===== config.mk =====
export PLATFORM = sky130hd
export DESIGN_NAME = divider_and_reload_timer_top
export DESIGN_NICKNAME = d
export VERILOG_FILES = /design/src/design/drt_pkg.sv /design/src/design/drt_core.sv /design/src/design/divider_and_reload_timer_top.sv
export SDC_FILE = /design/constraint.sdc
export NUM_CORES = 1
export LEC_CHECK = 0
export BUFFER_PORTS_ARGS = -buffer_cell sky130_fd_sc_hd__buf_4
export CORE_MARGIN = 3
export CORE_UTILIZATION = 55
export DETAILED_ROUTE_END_ITERATION = 16
export GPL_ROUTABILITY_DRIVEN = 0
export GPL_TIMING_DRIVEN = 1
export PLACE_DENSITY = 0.76
export SYNTH_ARGS = -nofsm -noshare
export SYNTH_HDL_FRONTEND = slang
export SYNTH_SLANG_ARGS = --single-unit

===== constraint.sdc =====
create_clock -name i_clk -period 2.8 [get_ports i_clk]
set_input_delay 0.14 -clock i_clk [delete_from_list [all_inputs] [get_ports i_clk]]
set_output_delay 0.14 -clock i_clk [all_outputs]
set_load 0.01 [all_outputs]

===== src/design/drt_pkg.sv =====
// Shared types and constants for the divider and reload timer.
`default_nettype none
package drt_pkg;

    // Field widths
    localparam int unsigned REQ_W      = 2;
    localparam int unsigned SEL_W      = 2;
    localparam int unsigned DATA_W     = 8;
    localparam int unsigned DIV_PRE_W  = 9;
    localparam int unsigned CNT_PRE_W  = 11;

    // Default divider period in ticks
    localparam int unsigned DIV_PERIOD_DEF = 256;

    // Control register
    localparam logic [DATA_W-1:0] CTRL_RESET      = 8'hF8;
    localparam int unsigned       CTRL_ENABLE_BIT = 2;

    // Counter period select codes in control bits 1:0
    localparam logic [1:0] PSEL_1024 = 2'd0;
    localparam logic [1:0] PSEL_16   = 2'd1;
    localparam logic [1:0] PSEL_64   = 2'd2;
    localparam logic [1:0] PSEL_256  = 2'd3;

    // Counter prescaler periods selected by control bits 1:0
    localparam logic [CNT_PRE_W-1:0] CNT_PERIOD_1024 = 11'd1024;
    localparam logic [CNT_PRE_W-1:0] CNT_PERIOD_16   = 11'd16;
    localparam logic [CNT_PRE_W-1:0] CNT_PERIOD_64   = 11'd64;
    localparam logic [CNT_PRE_W-1:0] CNT_PERIOD_256  = 11'd256;

    // Request codes
    typedef enum logic [REQ_W-1:0] {
        REQ_TICK  = 2'd0,
        REQ_READ  = 2'd1,
        REQ_WRITE = 2'd2
    } t_req_code;

    // Register select codes
    typedef enum logic [SEL_W-1:0] {
        SEL_DIV   = 2'd0,
        SEL_COUNT = 2'd1,
        SEL_MOD   = 2'd2,
        SEL_CTRL  = 2'd3
    } t_sel_code;

    // One request word as held in the input stage
    typedef struct packed {
        logic [REQ_W-1:0]  req_type;
        logic [SEL_W-1:0]  reg_sel;
        logic [DATA_W-1:0] write_data;
    } t_req;

    // One result word
    typedef struct packed {
        logic [DATA_W-1:0] read_data;
        logic              overflow;
    } t_rsp;

endpackage
`default_nettype wire


===== src/design/drt_core.sv =====
// Timer state registers and the single-pass update for one request word.
`default_nettype none
module drt_core #(
    parameter int unsigned DIV_PERIOD = drt_pkg::DIV_PERIOD_DEF
) (
    input  wire logic         i_clk,
    input  wire logic         i_rst_n,
    input  wire logic         i_fire,
    input  wire drt_pkg::t_req i_req,
    output drt_pkg::t_rsp     o_rsp
);
    import drt_pkg::*;

    localparam logic [DIV_PRE_W-1:0] DivPeriod = DIV_PRE_W'(DIV_PERIOD);

    logic [DATA_W-1:0]    r_div,     n_div;
    logic [DIV_PRE_W-1:0] r_div_pre, n_div_pre;
    logic [DATA_W-1:0]    r_cnt,     n_cnt;
    logic [CNT_PRE_W-1:0] r_cnt_pre, n_cnt_pre;
    logic [DATA_W-1:0]    r_mod,     n_mod;
    logic [DATA_W-1:0]    r_ctrl,    n_ctrl;

    logic                 div_hit;
    logic                 cnt_hit;
    logic [CNT_PRE_W-1:0] cnt_period;
    logic [DATA_W-1:0]    cnt_step;

    // Select the counter prescaler period
    always_comb begin
        case (r_ctrl[1:0])
            PSEL_1024: cnt_period = CNT_PERIOD_1024;
            PSEL_16:   cnt_period = CNT_PERIOD_16;
            PSEL_64:   cnt_period = CNT_PERIOD_64;
            default:   cnt_period = CNT_PERIOD_256;
        endcase
    end

    assign div_hit  = (r_div_pre >= DivPeriod);
    assign cnt_hit  = (r_cnt_pre >= cnt_period);
    assign cnt_step = cnt_hit ? r_cnt + 8'd1 : r_cnt;

    // Work out next state and the result for the current word
    always_comb begin
        n_div         = r_div;
        n_div_pre     = r_div_pre;
        n_cnt         = r_cnt;
        n_cnt_pre     = r_cnt_pre;
        n_mod         = r_mod;
        n_ctrl        = r_ctrl;
        o_rsp         = '0;
        case (i_req.req_type)
            REQ_TICK: begin
                n_div     = div_hit ? r_div + 8'd1 : r_div;
                n_div_pre = (div_hit ? '0 : r_div_pre) + 9'd1;
                if (r_ctrl[CTRL_ENABLE_BIT]) begin
                    n_cnt_pre = (cnt_hit ? '0 : r_cnt_pre) + 11'd1;
                    if (cnt_step == '0) begin
                        n_cnt          = r_mod;
                        o_rsp.overflow = 1'b1;
                    end else begin
                        n_cnt = cnt_step;
                    end
                end
            end
            REQ_READ: begin
                case (i_req.reg_sel)
                    SEL_DIV:   o_rsp.read_data = r_div;
                    SEL_COUNT: o_rsp.read_data = r_cnt;
                    SEL_MOD:   o_rsp.read_data = r_mod;
                    default:   o_rsp.read_data = r_ctrl;
                endcase
            end
            REQ_WRITE: begin
                case (i_req.reg_sel)
                    SEL_DIV:   n_div  = '0;
                    SEL_COUNT: n_cnt  = i_req.write_data;
                    SEL_MOD:   n_mod  = i_req.write_data;
                    default:   n_ctrl = i_req.write_data;
                endcase
            end
            default: ;
        endcase
    end

    // Commit state when the word leaves the input stage
    always_ff @(posedge i_clk) begin
        if (!i_rst_n) begin
            r_div     <= '0;
            r_div_pre <= '0;
            r_cnt     <= '0;
            r_cnt_pre <= '0;
            r_mod     <= '0;
            r_ctrl    <= CTRL_RESET;
        end else if (i_fire) begin
            r_div     <= n_div;
            r_div_pre <= n_div_pre;
            r_cnt     <= n_cnt;
            r_cnt_pre <= n_cnt_pre;
            r_mod     <= n_mod;
            r_ctrl    <= n_ctrl;
        end
    end

endmodule
`default_nettype wire


===== src/design/divider_and_reload_timer_top.sv =====
// Top level of the divider and reload timer: input stage, core and result stage.
`default_nettype none
// Takes one request word per clock while not stalled (tick, register read or
// register write) and returns one result word for each, in order. A word is
// held in the input register and applied to the timer state on its way to
// the result register, which offers it; sustained rate is one word per cycle
// while the output is not stalled, set by the single-pass update of the timer
// state. The input side stalls only while both stages are full and the
// result is held. DIV_PERIOD (1..511) sets how many ticks make one divider step.
module divider_and_reload_timer_top #(
    parameter int unsigned DIV_PERIOD = drt_pkg::DIV_PERIOD_DEF
) (
    input  wire logic                       i_clk,
    input  wire logic                       i_rst_n,
    input  wire logic                       i_in_valid,
    output logic                            o_in_stall,
    input  wire logic [drt_pkg::REQ_W-1:0]  i_req_type,
    input  wire logic [drt_pkg::SEL_W-1:0]  i_reg_sel,
    input  wire logic [drt_pkg::DATA_W-1:0] i_write_data,
    output logic                            o_out_valid,
    input  wire logic                       i_out_stall,
    output logic [drt_pkg::DATA_W-1:0]      o_read_data,
    output logic                            o_overflow
);
    import drt_pkg::*;

    logic  r_in_valid;
    t_req  r_in;
    logic  r_out_valid;
    t_rsp  r_out;
    t_rsp  core_rsp;
    logic  in_take;
    logic  move;

    // Advance the input word when the result stage is free or draining
    assign move       = r_in_valid && (!r_out_valid || !i_out_stall);
    assign o_in_stall = r_in_valid && !move;
    assign in_take    = i_in_valid && !o_in_stall;

    // Hold the input word
    always_ff @(posedge i_clk) begin
        if (!i_rst_n) begin
            r_in_valid <= 1'b0;
        end else if (in_take) begin
            r_in_valid <= 1'b1;
        end else if (move) begin
            r_in_valid <= 1'b0;
        end
    end

    always_ff @(posedge i_clk) begin
        if (in_take) begin
            r_in <= '{req_type: i_req_type, reg_sel: i_reg_sel, write_data: i_write_data};
        end
    end

    drt_core #(
        .DIV_PERIOD(DIV_PERIOD)
    ) u_core (
        .i_clk  (i_clk),
        .i_rst_n(i_rst_n),
        .i_fire (move),
        .i_req  (r_in),
        .o_rsp  (core_rsp)
    );

    // Hold the result word until taken
    always_ff @(posedge i_clk) begin
        if (!i_rst_n) begin
            r_out_valid <= 1'b0;
        end else if (move) begin
            r_out_valid <= 1'b1;
        end else if (!i_out_stall) begin
            r_out_valid <= 1'b0;
        end
    end

    always_ff @(posedge i_clk) begin
        if (move) begin
            r_out <= core_rsp;
        end
    end

    assign o_out_valid = r_out_valid;
    assign o_read_data = r_out.read_data;
    assign o_overflow  = r_out.overflow;

    // Overflow is raised only by a tick
    a_ovf_tick: assert property (@(posedge i_clk) disable iff (!i_rst_n)
        move && core_rsp.overflow |-> r_in.req_type == REQ_TICK)
        else $error("overflow raised by a non-tick word");

    // A result word never carries both read data and overflow
    a_ovf_rd: assert property (@(posedge i_clk) disable iff (!i_rst_n)
        r_out_valid && r_out.overflow |-> r_out.read_data == '0)
        else $error("overflow with read data");

    // A result leaves only when the consumer takes it
    a_out_drop: assert property (@(posedge i_clk) disable iff (!i_rst_n)
        r_out_valid && i_out_stall && !move |=> r_out_valid)
        else $error("result dropped while stalled");

    // Input stall only with a full input stage
    a_in_stall: assert property (@(posedge i_clk) disable iff (!i_rst_n)
        o_in_stall |-> r_in_valid && r_out_valid)
        else $error("input stalled with room");

endmodule
`default_nettype wire


==> flow_summary.ini <==
[status]
status = complete, no violations

[worst_setup_path]
crit_family = simple AND/OR/NAND/NOR gates
crit_arrival_ns = 3.07
cp_slowest_cell = dfxtp_4
slowest_delay_ns = 0.38
path_common_cell = ha_4
crit_chain = nor2b_4 > ha_4 > nor4bb_4 > a221oi_2 > o21a_4 > and2_4 > ha_4 > nand3_4 > or2_4 > nor2_4 > nand3_2 > or3_1 > a21boi_1
worst-path-buf-inv = 0
critPathLaunchType = flip-flop
crit_fanout = 6
ff2ff_path_depth = 13
worstSetupEndpointType = flip-flop
worstPathRequired_ns = 3.08
crit_type = reg -> reg
crit_cells = 13

[final_layout]
final_common_cell = dfxtp_1
fill_cells = 533
layout.cells.non_filler = 544
diodes = 0
fin_nets = 467
layout_common_cells = dfxtp_1, buf_4, nand2_1, nor2b_1, edfxtp_1
multi_input_area_mm2 = 0.00226
regArea_mm2 = 0.00172
syn_to_final_growth_pct = 19.3
layout-drive-gt1-share_pct = 22.3

[pwr]
power.net_switching_uw = 498
ir_drop_mv = 0.304
power_density_mw_per_mm2 = 437
p_leak_nw = 1.77
intPower_mw = 1.57
swShare_pct = 24.1
combPwrFrac_pct = 6.8
totalPowerFinal_mw = 2.07
clkPwrFrac_pct = 37.2
seqPwrFrac_pct = 56.0

[grt]
antenna_found_initial = 0
gr-total-overflow = 0
grt_pass1_wl_mm = 16.0
grt_pass1_vias = 3189
grt_max_degree = 54
grt_usage_pct = 24.2

[clocking]
cts-root-buf = clkbuf_8
clk_latency_ns = 0.35
clk_pin_slew_ns = 0.08
cts_tree = done
htreeDepth = 3
cts_sinks = 75
cts_buffer_depth = 2
cts_made_buffers = 9

[die]
start_util_pct = 57.5
rows = 30
die-area_mm2 = 0.00827
die_w_um = 90.9
die_y_um = 90.9
ios = 27
core_mm2 = 0.00691

[timing]
rsz0062_at_grt = yes
fin_crit_sh_pct = 99.7
finalHoldViolCount = 0
finalCriticalPeriod_ns = 2.79
fin_worst_skew_ns = 0.00971
setup_viol = 0
whs_ns = 0.0222
worst_slew_pin_slew_ns = 0.819
timing.fmax_ghz = 0.358
setup_tns_ns = 0
final_max_slew_viol_count = 0
slew_headroom_pct = 45.0

[yosys]
synth_area_leaders = dfxtp_1, edfxtp_1, nor2b_1
syn-num-nets = 424
yosysSeqAreaShare_pct = 43.1
syn_area_mm2 = 0.00397
ys_warn_count = 0
async_reset_ff_share_pct = 0
ys.flop_type = dfxtp_1
synth_area_leader_cell = dfxtp_1
syn_inst = 400
yosysTopAreaCellShare_pct = 27.2
ys_ff_latch = 75
avgSynthCellArea_um2 = 9.92
synthDistinctLibCells = 63
synth_edf_count = 21

[route]
vias_per_cell = 6.18
wl_per_cell_um = 18.1
ant_nets = 0
vias = 3360
drt_pass1_iterations = 4
drtIter0Drc = 234
drc_errors = 0
wl_mm = 9.85

[placed_design]
hpwl_mm = 6.67
place_inst = 513
portBuffers = 26

[min_path]
min_path_type = in -> reg
hold_depth = 2

[job]
max-cap-violations = 0
## layout make-up
type | count | area share, %
clock buffer | 11 | 3.20
clock inverter | 5 | 0.582
inverter | 4 | 0.317
multi-input combinational | 298 | 47.7
sequential | 75 | 36.3
tap | 96 | 2.54
timing repair buffer | 55 | 9.36
## cells by family after synthesis
family / synth area share [%]
AND/OR/NAND/NOR: 23.2
AO/OA/AOI/OAI: 15.9
flip-flops: 43.1
buffers and inverters: 3.03
multiplexers: 9.33
XOR/XNOR: 2.87
adder cells (fa/ha/maj): 2.52
## path summary, 6_finish.rpt
kind	to	startpoint	slack, ns
worst max register to register	u_core.r_cnt_pre[10]	u_core.r_ctrl[0]	0.007
worst min-delay path	r_in_valid	i_in_valid	0.02
worst max-delay path	u_core.r_cnt_pre[10]	u_core.r_ctrl[0]	0.007
worst min register to register	u_core.r_ctrl[7]	u_core.r_ctrl[7]	0.49
## routing by layer
layer | vias up | global-route usage, % | routed length, um
li1 | 1571 | - | -
met1 | 1635 | 32.8 | 4370
met2 | 132 | 38.6 | 4630
met3 | 22 | 3.89 | 603
met4 | 0 | 10.1 | 242
met5 | - | 0 | 0
## cells in the mapped netlist, drive strengths merged, types with 3 or more instances
cell and n:
or3 10, edfxtp 21, nor2 20, a21oi 8, and3 9, nand4 7, mux4 8, o2111ai 3
ha 8, xnor2 5, inv 4, o21ai 20, buf 10, dfxtp 54, nor3 10, a211oi 3
o21a 6, o31ai 6, nand2 35, mux2i 19, nand2b 6, nand4b 3, or2 3, xor2 8
a21boi 6, nand3 11, and2 8, clkbuf 13, o211ai 8, nor2b 32, a31oi 7
## metrics by stage
| stage | worst slack [ns] | cell area [um^2] | util [%] |
|---|---|---|---|
| 5_1_grt | -0.137 | 4730 | 68.5 |
| 3_5_place_dp | 0.0474 | 4350 | 63.0 |
| 3_3_place_gp | 0.121 | 4350 | 63.0 |
| 2_1_floorplan | 0.0477 | 4040 | - |
| 4_1_cts | 0.0218 | 4650 | 67.3 |
| 6_report | 0.00747 | 4730 | 68.5 |
## flip-flops by register name (all words and copies together) (netlist names)
name and flops:
u_core.r_cnt 8, o_overflow 1, u_core.r_ctrl 8, u_core.r_div_pre 9
r_in_valid 1, r_in 12, u_core.r_div 8, u_core.r_mod 8
u_core.r_cnt_pre 11, o_out_valid 1, o_read_data 8
## power by group through the flow
stage	clock [mW]	combinational (mW)	sequential, mW
6_report	0.769	0.141	1.16
5_1_grt	0.819	0.151	1.16
4_1_cts	0.772	0.139	1.16
3_5_place_dp	0	0.125	1.18
3_3_place_gp	0	0.122	1.18
2_1_floorplan	0	0.0777	1.17
## repair_timing
action,CTS,global route
hold endpoints to repair,12,0
resized for setup,0,11
hold buffers,12,0
endpoints found under the setup margin,0,2
buffers inserted,0,3
Note: power is estimated with default switching activity, not from simulation.
